--- src/rtl/complex_matrix_multiply_top_assert.svh ---
// ----------------------------------------------------------------------------
// Complex matrix multiplier assertion macros
// Shorthand for the concurrent checks at the end of the top level.
// ----------------------------------------------------------------------------
`ifndef COMPLEX_MATRIX_MULTIPLY_TOP_ASSERT_SVH
`define COMPLEX_MATRIX_MULTIPLY_TOP_ASSERT_SVH

// The consequent must hold in the same cycle as the antecedent.
`define CMM_ASSERT_IMPL(label, ante, cons) \
  label: assert property (@(posedge clk_i) disable iff (!rst_ni) (ante) |-> (cons)) \
    else $error("%m: check failed");

// The consequent must hold in the cycle after the antecedent.
`define CMM_ASSERT_NEXT(label, ante, cons) \
  label: assert property (@(posedge clk_i) disable iff (!rst_ni) (ante) |=> (cons)) \
    else $error("%m: check failed");

`endif

--- src/rtl/cmm_mem.sv ---
// ----------------------------------------------------------------------------
// Complex matrix multiplier element store
// Single write port, single read port memory with registered read data.
// ----------------------------------------------------------------------------
module cmm_mem #(
  parameter int Depth = 64,
  parameter int Width = 32
) (
  input  logic                     clk_i,
  input  logic                     we_i,
  input  logic [$clog2(Depth)-1:0] waddr_i,
  input  logic [Width-1:0]         wdata_i,
  input  logic [$clog2(Depth)-1:0] raddr_i,
  output logic [Width-1:0]         rdata_o
);

  logic [Width-1:0] mem [Depth];
  logic [Width-1:0] rdata_q;

  always_ff @(posedge clk_i) begin
    if (we_i) begin
      mem[waddr_i] <= wdata_i;
    end
  end

  always_ff @(posedge clk_i) begin
    rdata_q <= mem[raddr_i];
  end

  assign rdata_o = rdata_q;

endmodule

--- config.mk ---
export PLATFORM = sky130hd
export DESIGN_NAME = cmm_mem
export DESIGN_NICKNAME = d
export VERILOG_FILES = /design/src/rtl/complex_matrix_multiply_top_assert.svh /design/src/rtl/cmm_mem.sv
export SDC_FILE = /design/constraint.sdc
export NUM_CORES = 2
export LEC_CHECK = 0
export BUFFER_PORTS_ARGS = -buffer_cell sky130_fd_sc_hd__buf_2
export CORE_MARGIN = 2
export CORE_UTILIZATION = 25
export CTS_CLUSTER_DIAMETER = 80
export CTS_CLUSTER_SIZE = 16
export DETAILED_ROUTE_END_ITERATION = 8
export PLACE_DENSITY_LB_ADDON = 0.2
export SYNTH_ARGS = -nofsm -noshare
export SYNTH_HDL_FRONTEND = slang
export SYNTH_SLANG_ARGS = --single-unit
--- constraint.sdc ---
create_clock -name clk_i -period 3.25 [get_ports clk_i]
set_clock_uncertainty 0.15 [all_clocks]
set_input_delay 0 -clock clk_i [delete_from_list [all_inputs] [get_ports clk_i]]
set_output_delay 0 -clock clk_i [all_outputs]
set_load 0.05 [all_outputs]
==> flow_metrics.env <==
export IMPL_outcome="finished clean"
export IMPL_yosysUniqueCellTypes=34
export IMPL_drt_iter0_drc=3520
export IMPL_dr_pass1_iters=5
export IMPL_drive_gt1_share_pct=29.8
export IMPL_finalNonFillerCells=7926
export IMPL_synth_area_per_cell_um2=23.6
export IMPL_numClockSinks=2080
export IMPL_hp_start="wdata_i[15]"
export IMPL_clk_path_buf_depth=3
export IMPL_place_congestion=0.736
export IMPL_core_um2=312000
export IMPL_cp_startpoint="raddr_i[1]"
export IMPL_cellPowerDensity_nw_per_um2=561
export IMPL_synthTopCellsByArea="edfxtp_1, mux4_2, mux2i_1, dfxtp_1, o22ai_1"
export IMPL_clk_latency_ps=820
export IMPL_critPathKind="in2reg"
export IMPL_finalCriticalPeriod_ps=2650
export IMPL_setup_viol=0
export IMPL_clock_power_share_pct=36.0
export IMPL_crit_buf_inv=5
export IMPL_grt_max_degree=70
export IMPL_clk_pin_slew_ps=80
export IMPL_fmax_mhz=377
export IMPL_yosysSeqAreaShare_pct=79.1
export IMPL_wirelength_um=233000
export IMPL_syn_to_final_growth_pct=16.5
export IMPL_syn_area_um2=78500
export IMPL_die_y_um=564
export IMPL_synthCells=3324
export IMPL_combPwrFrac_pct=6.0
export IMPL_antenna_found_initial=13
export IMPL_cts_made_buffers=151
export IMPL_synth_edf_count=2048
export IMPL_yosysMostFrequentCell="edfxtp_1"
export IMPL_synth_ff_type="edfxtp_1"
export IMPL_start_util_pct=25.2
export IMPL_postCtsSetupRepairBufs=0
export IMPL_cts_root_buf="clkbuf_16"
export IMPL_final_nets=3725
export IMPL_cp_top_family="buffers and inverters"
export IMPL_num_rows=205
export IMPL_htreeDepth=4
export IMPL_synth_top_cell_area_share_pct=78.3
export IMPL_final_antenna_net_count=0
export IMPL_fill_cells=30217
export IMPL_p_int_w=0.0400
export IMPL_cp_arrival_ps=3180
export IMPL_dp_cells=7618
export IMPL_place_area_um2=86600
export IMPL_finalCritPeriodShare_pct=81.7
export IMPL_stdcell_area_um2=91500
export IMPL_ys_ff_latch=2080
export IMPL_relSlewSlack_pct=19.2
export IMPL_rsz0062_at_grt="no"
export IMPL_vias=36733
export IMPL_grt_pass1_wl_um=322000
export IMPL_async_flop_share_pct=0
export IMPL_cts_tree="done"
export IMPL_grtUsageTotal_pct=14.5
export IMPL_syn_nets=3370
export IMPL_p_leak_nw=27.6
export IMPL_swShare_pct=22.1
export IMPL_finalSetupTns_ps=0
export IMPL_die_area_um2=319000
export IMPL_power_frac_seq_pct=58.1
export IMPL_maxCapViolCount=0
export IMPL_crit_required_ps=3780
export IMPL_yosysWarningCount=0
export IMPL_peakVddDrop_v=0.000422
export IMPL_ioPinCount=78
export IMPL_remaining_drc_errors=0
export IMPL_cp_max_fo=26
export IMPL_hold_path_class="in2reg"
export IMPL_via_per_inst=4.63
export IMPL_reg2reg_from="mem[43][9]"
export IMPL_path_cells="dlygate4sd3_1 > buf_8 > buf_12 > buf_12 > buf_4 > mux4_2 > mux4_2 > o22ai_1 > nor2_1"
export IMPL_end_kind="flip-flop"
export IMPL_finalPower_w=0.0513
export IMPL_cpPeakStageDelay_ps=580
export IMPL_worst_pin_slew_ps=1210
export IMPL_critPathSlowestCell="dlygate4sd3_1"
export IMPL_synthTopCellsByCount="edfxtp_1, mux4_2, nor2_1"
export IMPL_startpoint_type="primary input"
export IMPL_slew_viol_final=0
export IMPL_grt_remaining_overflow=0
export IMPL_place_hpwl_um=135000
export IMPL_die_w_um=564
export IMPL_wl_per_cell_um=29.4
export IMPL_p_sw_w=0.0114
export IMPL_io_buffer_count=77
export IMPL_grt_pass1_vias=38297
export IMPL_hold_viol_final=0
export IMPL_yosysTopAreaCell="edfxtp_1"
final timing paths:
kind,end,slack (ps),depth (start not counted)
min reg2reg,rdata_o[17],620,4
max,rdata_o[26],600,9
max reg2reg,rdata_o[9],900,5
min,mem[52][15],40,2
sequential cells by signal (all words and copies together) (netlist names):
name / cells
rdata_o: 32
mem: 2048
metrics by stage:
step           hold slack, ps  setup WS (ps)  util (%)
3_5_place_dp              238           54.5      27.7
5_1_grt                  36.0            596      29.3
4_1_cts                  2.39            593      29.3
2_1_floorplan           -51.1            448         -
3_3_place_gp              209           87.5      27.7
6_report                 44.9            596      29.3
layer usage:
metal	GRT usage, %	vias to the layer above	share of wire, %
met4	3.11	4	1.9
met1	20.6	20755	46
met3	1.87	239	3.9
met2	23.8	816	48
met5	0	-	0.012
li1	-	14919	-
cells by family (layout without fill, tap and decap cells):
| kind of cell | after synthesis | after routing | share of synthesized area [%] |
|---|---|---|---|
| other | 0 | 7 | 0 |
| AO/OA/AOI/OAI | 202 | 202 | 1.67 |
| AND/OR/NAND/NOR | 223 | 223 | 1.27 |
| buffers and inverters | 182 | 637 | 1.13 |
| flip-flops | 2080 | 2080 | 79.1 |
| multiplexers | 637 | 637 | 16.8 |
final cells by class:
class / count / area, µm² / area share (%)
Antenna cell: 7 / 17.5 / 0.0191
Clock buffer: 234 / 4230 / 4.62
Tap cell: 4140 / 5180 / 5.66
Clock inverter: 19 / 228 / 0.249
Sequential cell: 2080 / 62100 / 67.9
Timing Repair Buffer: 384 / 3730 / 4.08
Multi-Input combinational cell: 1062 / 16000 / 17.5
repair_timing:
action                    4_1_cts  5_1_grt
hold buffers                   48        0
hold endpoints to repair     2363        0
resized for setup               0        0
layout by cell type (no fill, tap or decap), types with 3 or more instances in the layout:
cell type	n
nor3_1	5
buf_8	3
nor2_1	75
mux4_2	544
clkinv_8	3
nor2_4	62
clkbuf_8	3
a22oi_1	12
clkbuf_16	156
nand2_1	25
inv_6	8
a311oi_1	8
a41o_1	4
diode_2	7
nand3b_1	5
a21oi_1	62
o22ai_1	84
buf_2	73
nand3_1	5
o221ai_1	27
or3_1	3
mux2i_1	93
buf_4	188
o32ai_1	4
dlygate4sd3_1	48
clkbuf_1	75
and3_1	4
dfxtp_1	32
buf_12	71
edfxtp_1	2048
nor2b_1	15
or3b_2	3
nand2b_1	7
power groups by stage:
stage	Combinational (W)	Clock, W	Sequential [W]
2_1_floorplan	0.00144	0	0.0305
6_report	0.00307	0.0185	0.0298
5_1_grt	0.00329	0.0199	0.0298
3_5_place_dp	0.00311	0	0.0304
3_3_place_gp	0.00309	0	0.0304
4_1_cts	0.00317	0.0191	0.0298
No activity file was read; power rests on OpenSTA's default activity.
