<file path="config.mk">
export PLATFORM = sky130hd
export DESIGN_NAME = cmm_mac
export DESIGN_NICKNAME = d
export VERILOG_FILES = /design/src/rtl/complex_matrix_multiply_top_assert.svh /design/src/rtl/cmm_pkg.sv /design/src/rtl/cmm_mac.sv
export SDC_FILE = /design/constraint.sdc
export NUM_CORES = 1
export LEC_CHECK = 0
export BUFFER_PORTS_ARGS = -buffer_cell sky130_fd_sc_hd__buf_4
export CORE_MARGIN = 2
export CORE_UTILIZATION = 50
export CTS_BUF_LIST = sky130_fd_sc_hd__clkbuf_8
export CTS_CLUSTER_SIZE = 20
export DETAILED_ROUTE_END_ITERATION = 7
export PLACE_DENSITY = 0.68
export REMOVE_ABC_BUFFERS = 1
export SYNTH_ARGS = -nofsm -noshare
export SYNTH_HDL_FRONTEND = slang
export SYNTH_SLANG_ARGS = --single-unit
export TNS_END_PERCENT = 5
</file>
<file path="constraint.sdc">
create_clock -name clk_i -period 13.3 [get_ports clk_i]
set_clock_uncertainty 0.15 [all_clocks]
set_input_delay 1.995 -clock clk_i [delete_from_list [all_inputs] [get_ports clk_i]]
set_output_delay 1.995 -clock clk_i [all_outputs]
set_load 0.02 [all_outputs]
</file>
<file path="src/rtl/complex_matrix_multiply_top_assert.svh">
// ----------------------------------------------------------------------------
// Complex matrix multiplier assertion macros
// Shorthand for the concurrent checks at the end of the top level.
// ----------------------------------------------------------------------------
`ifndef COMPLEX_MATRIX_MULTIPLY_TOP_ASSERT_SVH
`define COMPLEX_MATRIX_MULTIPLY_TOP_ASSERT_SVH

// The consequent must hold in the same cycle as the antecedent.
`define CMM_ASSERT_IMPL(label, ante, cons) \
  label: assert property (@(posedge clk_i) disable iff (!rst_ni) (ante) |-> (cons)) \
    else $error("%m: check failed");

// The consequent must hold in the cycle after the antecedent.
`define CMM_ASSERT_NEXT(label, ante, cons) \
  label: assert property (@(posedge clk_i) disable iff (!rst_ni) (ante) |=> (cons)) \
    else $error("%m: check failed");

`endif

</file>
<file path="src/rtl/cmm_pkg.sv">
// ----------------------------------------------------------------------------
// Complex matrix multiplier package
// Shared types and constants of the complex matrix multiplier.
// ----------------------------------------------------------------------------
package cmm_pkg;

  localparam int CfgW    = 4;
  localparam int CfgIdxW = 2;
  localparam int AccW    = 36;
  localparam int OutIdxW = 3;

  localparam logic [CfgW-1:0] CfgReset = 4'd8;

  typedef logic [CfgW-1:0]            cmm_cfg_t;
  typedef logic [OutIdxW-1:0]         cmm_idx_t;
  typedef logic signed [AccW-1:0]     cmm_acc_t;

  typedef enum logic [1:0] {
    MODE_LOAD_A  = 2'd0,
    MODE_LOAD_B  = 2'd1,
    MODE_COMPUTE = 2'd2,
    MODE_NOP     = 2'd3
  } cmm_mode_e;

  typedef enum logic [CfgIdxW-1:0] {
    REG_ROWS_A = 2'd0,
    REG_INNER  = 2'd1,
    REG_COLS_B = 2'd2
  } cmm_reg_e;

  // Product selected in each multiply phase of one inner step.
  typedef enum logic [1:0] {
    PH_RR = 2'd0,
    PH_II = 2'd1,
    PH_RI = 2'd2,
    PH_IR = 2'd3
  } cmm_phase_e;

  typedef enum logic [1:0] {
    ST_IDLE,
    ST_MUL,
    ST_FLUSH
  } cmm_state_e;

  typedef struct packed {
    logic       mul_en;
    cmm_phase_e phase;
    logic       clear;
  } cmm_mac_ctrl_t;

endpackage

</file>
<file path="src/rtl/cmm_mac.sv">
// ----------------------------------------------------------------------------
// Complex matrix multiplier shared multiply-accumulate unit
// One multiplier forms the four partial products of each inner step in turn;
// a registered product is added to the real or imaginary sum, im*im negated.
// ----------------------------------------------------------------------------
module cmm_mac
  import cmm_pkg::*;
#(
  parameter int ElemWidth = 16
) (
  input  logic                     clk_i,
  input  logic                     rst_ni,
  input  cmm_mac_ctrl_t            ctrl_i,
  input  logic [2*ElemWidth-1:0]   a_data_i,
  input  logic [2*ElemWidth-1:0]   b_data_i,
  output cmm_acc_t                 sum_re_o,
  output cmm_acc_t                 sum_im_o
);

  localparam int ProdW = 2 * ElemWidth;

  logic signed [ElemWidth-1:0] a_re, a_im, b_re, b_im;
  logic signed [ElemWidth-1:0] op_a, op_b;
  logic signed [ProdW-1:0]     mul;
  logic signed [ProdW-1:0]     prod_q;
  cmm_phase_e                  prod_ph_q;
  logic                        prod_vld_q;
  cmm_acc_t                    contrib;
  cmm_acc_t                    acc_re_q, acc_re_d, acc_im_q, acc_im_d;
  cmm_acc_t                    sum_re, sum_im;

  assign a_re = $signed(a_data_i[ProdW-1:ElemWidth]);
  assign a_im = $signed(a_data_i[ElemWidth-1:0]);
  assign b_re = $signed(b_data_i[ProdW-1:ElemWidth]);
  assign b_im = $signed(b_data_i[ElemWidth-1:0]);

  always_comb begin
    unique case (ctrl_i.phase)
      PH_RR: begin
        op_a = a_re;
        op_b = b_re;
      end
      PH_II: begin
        op_a = a_im;
        op_b = b_im;
      end
      PH_RI: begin
        op_a = a_re;
        op_b = b_im;
      end
      PH_IR: begin
        op_a = a_im;
        op_b = b_re;
      end
      default: begin
        op_a = a_re;
        op_b = b_re;
      end
    endcase
  end

  assign mul = op_a * op_b;

  always_ff @(posedge clk_i or negedge rst_ni) begin
    if (!rst_ni) begin
      prod_vld_q <= 1'b0;
    end else begin
      prod_vld_q <= ctrl_i.mul_en;
    end
  end

  always_ff @(posedge clk_i) begin
    prod_q    <= mul;
    prod_ph_q <= ctrl_i.phase;
  end

  assign contrib = AccW'(prod_q);

  always_comb begin
    sum_re = acc_re_q;
    sum_im = acc_im_q;
    if (prod_vld_q) begin
      unique case (prod_ph_q)
        PH_RR:   sum_re = acc_re_q + contrib;
        PH_II:   sum_re = acc_re_q - contrib;
        PH_RI:   sum_im = acc_im_q + contrib;
        PH_IR:   sum_im = acc_im_q + contrib;
        default: sum_re = acc_re_q;
      endcase
    end
    acc_re_d = ctrl_i.clear ? '0 : sum_re;
    acc_im_d = ctrl_i.clear ? '0 : sum_im;
  end

  always_ff @(posedge clk_i) begin
    acc_re_q <= acc_re_d;
    acc_im_q <= acc_im_d;
  end

  assign sum_re_o = sum_re;
  assign sum_im_o = sum_im;

endmodule
</file>
==> reports/results.tsv <==
stage	metric	value	unit
setup_path	worstPathRequired	13480	ps
sta	setup_violations	0	
routing	drcViolationCount	0	
finish	diodes	0	
clock_tree	cts_buffer_depth	2	
finish	drive_above_1_share	10.5	%
sta	report.final.slew_viol_count	0	
clock_tree	ctsResizeCount	0	
floorplanning	die_y	192	um
routing	num_vias	14400	
setup_path	cp-startpoint	ctrl_i[1]	
global_route	antenna_found_initial	0	
floorplanning	die_x	192	um
floorplanning	start_util	51.1	%
sta	setup_ws	2920	ps
global_route	grt_pass1_vias	14600	
setup_path	crit_path_start_kind	primary input	
clock_tree	post_cts_buffers	0	
routing	first_pass_iters	7	
min_path	hp-class	reg -> reg	
clock_tree	cts_hold_buf	0	
sta	tightest_slew	1250	ps
sta	fmax	96.3	MHz
sta	finalHoldWorstSlack	340	ps
flow_run	cap_violations	0	
place	numPortBuffers	141	
finish	layout_commonest_cell	inv_1	
global_route	grt_use_total	25.3	%
sta	fin_crit	10380	ps
setup_path	path_class	in -> reg	
synthesis	async_flop_share	0.935	%
synthesis	syn-cell-area	0.0177	sq mm
floorplanning	dieArea	0.0370	sq mm
finish	syn2layout_area_growth	9.67	%
sta	setup_tns	0	ps
synthesis	avgSynthCellArea	8.47	sq um
synthesis	yosys.area.top_type	fa_1	
synthesis	ys.warnings.count	0	
setup_path	crit_family	adder cells	
setup_path	cpMostUsedCell	fa_1	
setup_path	critPathBufInv	5	
status	status	finished, final reports clean	
clock_tree	cts_root_buf	clkbuf_8	
floorplanning	fp-row-count	68	
sta	fin_crit_sh	78.1	%
place	post-place-ws	2510	ps
synthesis	ys_seq_area_share	12.1	%
clock_tree	cts.sinks	107	
setup_path	critPathMaxStageDelay	910	ps
clock_tree	path_clk_slew	110	ps
synthesis	synth-main-ff-cell	dfxtp_1	
sta	hold_viol	0	
finish	layout_common_cells	326 x inv_1, 276 x nand2_1, 264 x fa_1	
clock_tree	cts_tree	yes	
routing	wl_per_cell	17.0	um
routing	wirelength	45.4	mm
synthesis	synth_edf_count	0	
floorplanning	core	0.0347	sq mm
synthesis	synth_cells	2094	
synthesis	synth-seq-cells	107	
synthesis	synth.area.top_cells	fa_1 30%, dfxtp_1 12%, ha_1 11%	
place	dp_hpwl	37.8	mm
synthesis	yosysTopAreaCellShare	29.8	%
setup_path	r2r-start	prod_q[1]	
synthesis	ys_types	79	
min_path	worst_hold_startpoint	acc_im_q[23]	
clock_tree	cts_made_buffers	9	
routing	drtIter0Drc	781	
routing	viasPerCell	5.39	
finish	fin_nets	2695	
setup_path	crit_slowest_cell	ha_1	
global_route	grt_max_degree	74	
setup_path	crit_fanout	32	
routing	ant_nets	0	
clock_tree	htreeDepth	3	
floorplanning	io_pins	142	
sta	maxSlewHeadroom	14.3	%
clock_tree	insertion_delay	400	ps
global_route	grt_pass1_wl	73.8	mm
global_route	gr-total-overflow	0	
place	gp_congestion	0.937	
setup_path	critPathArrivalTime	10560	ps
setup_path	setup.worst_path.end_class	register	
sta	rsz0062_at_grt	no	
kinds of logic (layout without fill, tap and decap cells):
logic type | after synthesis | after routing | synth area share (%)
multiplexers | 72 | 72 | 4.38
adder cells (fa/ha/maj) | 419 | 419 | 40.7
XOR/XNOR | 114 | 114 | 5.63
AND/OR/NAND/NOR | 642 | 642 | 16.3
flip-flops | 107 | 107 | 12.1
buffers and inverters | 383 | 500 | 8.12
AO/OA/AOI/OAI | 357 | 357 | 12.8
flip-flops by register name (all words and copies together) (netlist names):
register    cells
prod_q         32
prod_vld_q      1
acc_im_q       36
prod_ph_q       2
acc_re_q       36
worst min-delay path, stage by stage, from the launching register on:
cell and delay [ps]:
dfxtp_1 330, nand2_1 70, a21oi_1 60
layer usage:
layer  up-vias  track usage [%]  share of wire (%)
li1       7008                -                  -
met1      6831             34.7                 45
met2       464             41.8                 46
met3        79             2.76                6.2
met4         0             8.63                2.7
met5         -                0                  0
per-stage QoR:
stage	area, sq um	cells	util [%]
global route	19500	2666	56.1
floorplan	17500	2038	-
global placement	19300	2649	55.5
detailed placement	19300	2649	55.5
CTS	19400	2665	56.0
finish	19500	2666	56.1
area by class of cell:
cell class                 count  area [sq um]
timing repair buffer         157          1180
clock inverter                 7          48.8
fill                        3252         15300
sequential                   107          2150
inverter                     327          1230
clock buffer                   9           124
tap                          455           569
multi-input combinational   1604         14200
cells in the mapped netlist (36+ instances only):
library cell,n
clkbuf_1,47
inv_1,326
fa_1,264
nand2_1,277
a21o_1,40
a21oi_1,110
dfxtp_1,106
mux2i_1,36
xnor2_1,70
o21ai_1,47
ha_1,155
nor2_1,183
xor2_1,44
nor2b_1,50
o21ai_0,36
path summary, 6_finish.rpt:
check | slack, ps | endpoint | cells past startpoint
setup reg to reg | 8070 | acc_re_q[35] | 20
hold / removal | 340 | acc_im_q[23] | 2
hold reg to reg | 340 | acc_im_q[23] | 2
min in group asynchronous | 1210 | prod_vld_q | 1
max in group asynchronous | 11720 | prod_vld_q | 1
setup / recovery | 2920 | prod_q[30] | 25
Power is not shown: default switching activity piles up to over one toggle a cycle in this logic, so the estimate is an artifact.
